--- src/rtl/dcp_sqrt.sv ---
// Pipelined integer square root, one root bit per register stage.
module dcp_sqrt #(
  parameter int ROOT_W = 25,
  parameter int PAY_W  = 8
) (
  input  logic                  clk,
  input  logic                  rst_n,
  input  logic                  en,
  input  logic                  in_valid,
  input  logic [2*ROOT_W-1:0]   radicand,
  input  logic [PAY_W-1:0]      in_pay,
  output logic                  out_valid,
  output logic [ROOT_W-1:0]     root,
  output logic [PAY_W-1:0]      out_pay
);

  localparam int RAD_W = 2 * ROOT_W;
  localparam int REM_W = ROOT_W + 2;

  logic              vld_r  [ROOT_W];
  logic [RAD_W-1:0]  rad_r  [ROOT_W];
  logic [REM_W-1:0]  rem_r  [ROOT_W];
  logic [ROOT_W-1:0] root_r [ROOT_W];
  logic [PAY_W-1:0]  pay_r  [ROOT_W];

  for (genvar k = 0; k < ROOT_W; k++) begin : g_stage
    logic              v_i;
    logic [RAD_W-1:0]  rad_i;
    logic [REM_W-1:0]  rem_i;
    logic [ROOT_W-1:0] root_i;
    logic [PAY_W-1:0]  pay_i;
    logic [REM_W+1:0]  rem_sh;
    logic [REM_W+1:0]  trial;
    logic              take;

    // Pick up the previous stage, or the unit inputs at the head
    if (k == 0) begin : g_head
      assign v_i    = in_valid;
      assign rad_i  = radicand;
      assign rem_i  = '0;
      assign root_i = '0;
      assign pay_i  = in_pay;
    end else begin : g_body
      assign v_i    = vld_r[k-1];
      assign rad_i  = rad_r[k-1];
      assign rem_i  = rem_r[k-1];
      assign root_i = root_r[k-1];
      assign pay_i  = pay_r[k-1];
    end

    // Bring down two radicand bits and try the next root bit
    assign rem_sh = {rem_i, rad_i[RAD_W-1 -: 2]};
    assign trial  = {2'b00, root_i, 2'b01};
    assign take   = (rem_sh >= trial);

    always_ff @(posedge clk) begin
      if (!rst_n) begin
        vld_r[k] <= 1'b0;
      end else if (en) begin
        vld_r[k] <= v_i;
      end
    end

    always_ff @(posedge clk) begin
      if (en) begin
        rad_r[k]  <= {rad_i[RAD_W-3:0], 2'b00};
        rem_r[k]  <= take ? REM_W'(rem_sh - trial) : REM_W'(rem_sh);
        root_r[k] <= {root_i[ROOT_W-2:0], take};
        pay_r[k]  <= pay_i;
      end
    end
  end

  assign out_valid = vld_r[ROOT_W-1];
  assign root      = root_r[ROOT_W-1];
  assign out_pay   = pay_r[ROOT_W-1];

endmodule

--- config.mk ---
export PLATFORM = sky130hd
export DESIGN_NAME = dcp_sqrt
export DESIGN_NICKNAME = d
export VERILOG_FILES = /design/src/rtl/dcp_sqrt.sv
export SDC_FILE = /design/constraint.sdc
export NUM_CORES = 2
export LEC_CHECK = 0
export CORE_AREA = 5 5 362 364
export CTS_BUF_LIST = sky130_fd_sc_hd__clkbuf_4 sky130_fd_sc_hd__clkbuf_8
export CTS_CLUSTER_DIAMETER = 80
export DETAILED_ROUTE_END_ITERATION = 10
export DIE_AREA = 0 0 367 369
export DONT_BUFFER_PORTS = 1
export PLACE_DENSITY = 0.82
export SLEW_MARGIN = 25
export SYNTH_ARGS = -nofsm -noshare
export SYNTH_HDL_FRONTEND = slang
export SYNTH_SLANG_ARGS = --single-unit
--- constraint.sdc ---
create_clock -name clk -period 8.1 [get_ports clk]
set_input_delay 1.62 -clock clk [delete_from_list [all_inputs] [get_ports clk]]
set_output_delay 1.62 -clock clk [all_outputs]
set_load 0.05 [all_outputs]
==> flow_summary_export.csv <==
group,metric,value,unit
outcome,status,"complete, no violations",
cts,cts_setup_buffers,0,
sta,maxSlewHeadroom,29.6,%
sta,hold_viol,0,
synth,syn_inst,5762,
global_routing,grt_pass1_wl,232000,microns
placement,gp_congestion,0.905,
placement,dp_slack,2.04,ns
synth,ys.flop_type,"edfxtp_1",
run,max-cap-violations,0,
worst_setup_path,startpoint_type,"input port",
global_routing,antenna_found_initial,2,
sta,setup_violations,0,
global_routing,grt_max_degree,274,
cts,cts_buffer_depth,4,
routing,vias,45600,
hold_path,hold_path_class,"flop to flop",
sta,skew,0.0772,ns
sta,period_share,60.3,%
die,start_util,61.8,%
cts,cts_made_buffers,300,
die,dieHeight,369,microns
synth,syn_area,78500,sq um
cts,clkSlewWorstSetupHoldPaths,0.06,ns
finish,layout-drive-gt1-share,9.33,%
cts,cts_resized,0,
routing,viasPerCell,5.82,
sta,fin_crit,4.89,ns
synth,ys_types,85,
synth,ys_ff_latch,1761,
placement,hpwl,99400,microns
die,dieArea,135000,sq um
die,fp.dieW,367,microns
sta,worst_slew_pin_slew,1.04,ns
routing,drc,0,
die,placementRows,131,
global_routing,first_global_vias,45400,
cts,cts_hold_buf,0,
synth,synthArstFlopShare,0,%
die,core,127000,sq um
synth,synth.area.top_cells,"edfxtp_1 67%, ha_1 5.6%, xnor2_1 2.9%",
global_routing,grt-ovfl-total,0,
pwr,peakVddDrop,192,uV
synth,avgSynthCellArea,13.6,sq um
cts,clock_latency,0.97,ns
finish,area_growth,9.53,%
synth,yosysTopAreaCell,"edfxtp_1",
sta,slew_violations,0,
sta,maxClockFrequency,0.205,GHz
synth,yosys.area.top_type_share,67.3,%
routing,drtIter0Drc,3812,
routing,post_drt_wl_per_cell,18.3,microns
synth,synth_edf_count,1760,
worst_setup_path,crit_fanout,172,
cts,root_buffer,"clkbuf_8",
pwr,leakagePower,32.6,nW
cts,clock_sinks,1761,
finish,nNetsFinal,6400,
routing,dr.pass1.iters,9,
worst_setup_path,worstSetupEndpointType,"flop",
routing,wl,144000,microns
cts,cts_tree,"yes",
sta,rsz0062_at_grt,"false",
worst_setup_path,r2r_start,"rem_r[2][85]$_DFFE_PP_",
hold_path,worstHoldStart,"rad_r[7][44]$_DFFE_PP_",
worst_setup_path,cp.required,8.63,ns
die,ioPinCount,96,
worst_setup_path,reg2regPathDepth,9,
sta,final.setup.worst_slack,3.21,ns
pwr,power_density,266,nW/um^2
sta,finalSetupTns,0,ns
hold_path,holdPathEnd,"rad_r[7][94]$_DFFE_PP_",
worst_setup_path,regToRegEndpoint,"rem_r[2][128]$_DFFE_PP_",
hold_path,worstHoldPathCells,0,
global_routing,grt_use_total,21.2,%
cts,htree_levels,5,
synth,syn_nets,6176,
placement,port_buffers,0,
worst_setup_path,criticalPathCategory,"input port to flop",
synth,yosysWarnings,0,
worst_setup_path,rrSetupSlack,3.83,ns
worst_setup_path,arrival,5.42,ns
synth,synth.yosys.seq_area_share,67.4,%
routing,final_antenna_net_count,0,
[logic make-up after synthesis]
kind of cell    Yosys count  share of synthesized area [%]
compound gates         1097                           8.77
flops                  1761                           67.4
buf+inv                 546                           2.64
xor+xnor                486                           5.42
other cells               1                        0.00478
mux                      61                          0.861
fa+ha+maj               352                           5.61
simple gates           1458                           9.32
[registers in the layout, summed over array words and instances (netlist names)]
| name | flops |
|---|---|
| root_r | 325 |
| rad_r | 600 |
| vld_r | 25 |
| rem_r | 611 |
| pay_r | 200 |
[through the flow]
step / hold slack, ns / cells / utilization [%] / total power [mW] / area, sq um
6_report: 0.377 / 7839 / 67.7 / 22.8 / 86000
5_1_grt: 0.379 / 7839 / 67.7 / 24.1 / 86000
4_1_cts: 0.376 / 7837 / 67.6 / 23.1 / 85900
3_5_place_dp: 0.405 / 7345 / 63.4 / 15.8 / 80600
3_3_place_gp: 0.400 / 7333 / 63.2 / 15.5 / 80300
2_1_floorplan: 0.400 / 5762 / - / 14.6 / 78500
[critical path, cell delays in order]
cell and delay, ns:
buf_16 0.48, buf_16 0.58, buf_16 0.55, buf_16 0.46, buf_16 0.55, nand2b_2 0.63
[cell type report]
type | count | area (sq um)
clock buffers | 383 | 4800
fillers | 8669 | 41100
diodes | 1 | 2.50
inverters | 443 | 1660
clock inverters | 109 | 552
flip-flops and latches | 1761 | 52900
multi-input cells | 3455 | 23600
well taps | 1662 | 2080
repair buffers | 25 | 415
[placed cells by master (no fill, tap or decap), types with 52 or more instances in the layout]
cell type	Yosys	layout
o21ai_0	292	292
nor4_1	87	87
xor2_1	222	222
clkbuf_4	0	76
o21a_1	66	66
and3_1	68	68
inv_1	440	440
a21o_1	108	108
mux2_2	52	52
ha_1	352	352
edfxtp_1	1760	1760
a21oi_1	314	313
clkbuf_8	0	307
clkinv_1	2	69
xnor2_1	264	264
nor2_1	337	336
nor3_1	143	143
nand3_1	91	91
nand2_1	366	366
nand2b_1	54	53
[layer usage]
layer | part of all wire [%] | GRT usage, %
met1 | 41 | 26.4
met5 | 0 | 0
met3 | 5.1 | 3.74
met4 | 4.0 | 9.31
met2 | 50 | 36.6
[Yosys cell counts (all sizes together) (12+ instances only)]
| library cell | number |
|---|---|
| o21bai | 30 |
| edfxtp | 1760 |
| a211oi | 36 |
| nor3 | 144 |
| nand2 | 366 |
| ha | 352 |
| or2 | 34 |
| inv | 441 |
| or3 | 52 |
| and3 | 68 |
| o211ai | 26 |
| nor2 | 337 |
| nor4 | 88 |
| a31oi | 31 |
| and2 | 20 |
| o41ai | 12 |
| o31ai | 48 |
| xor2 | 222 |
| clkbuf | 90 |
| a21oi | 314 |
| or4 | 44 |
| o21a | 66 |
| o21ai | 292 |
| xnor2 | 264 |
| a21boi | 20 |
| nand2b | 54 |
| nand4 | 51 |
| nand3 | 91 |
| nand3b | 16 |
| a31o | 12 |
| mux2 | 52 |
| a21o | 108 |
| buf | 13 |
| nor2b | 41 |
| and4 | 15 |
[worst max path at each step]
stage	startpoint	endpoint	slack, ns	cells after the start
detailed placement	en	vld_r[20]$_DFFE_PP_	2.04	5
global placement	rem_r[1][93]$_DFFE_PP_	rem_r[1][134]$_DFFE_PP_	3.93	8
global route	en	vld_r[17]$_DFFE_PP_	2.96	6
CTS	en	vld_r[13]$_DFFE_PP_	3.11	5
finish	en	vld_r[13]$_DFFE_PP_	3.21	6
floorplan	rem_r[0][118]$_DFFE_PP_	rem_r[0][153]$_DFFE_PP_	4.91	9
[power breakdown]
group	internal, mW	switching, mW	total [mW]
Combinational	1.54	2.16	3.69
Clock	3.93	3.27	7.20
Sequential	11.3	0.658	12.0
Total	16.8	6.08	22.8
No activity file was read; power rests on OpenSTA's default activity.
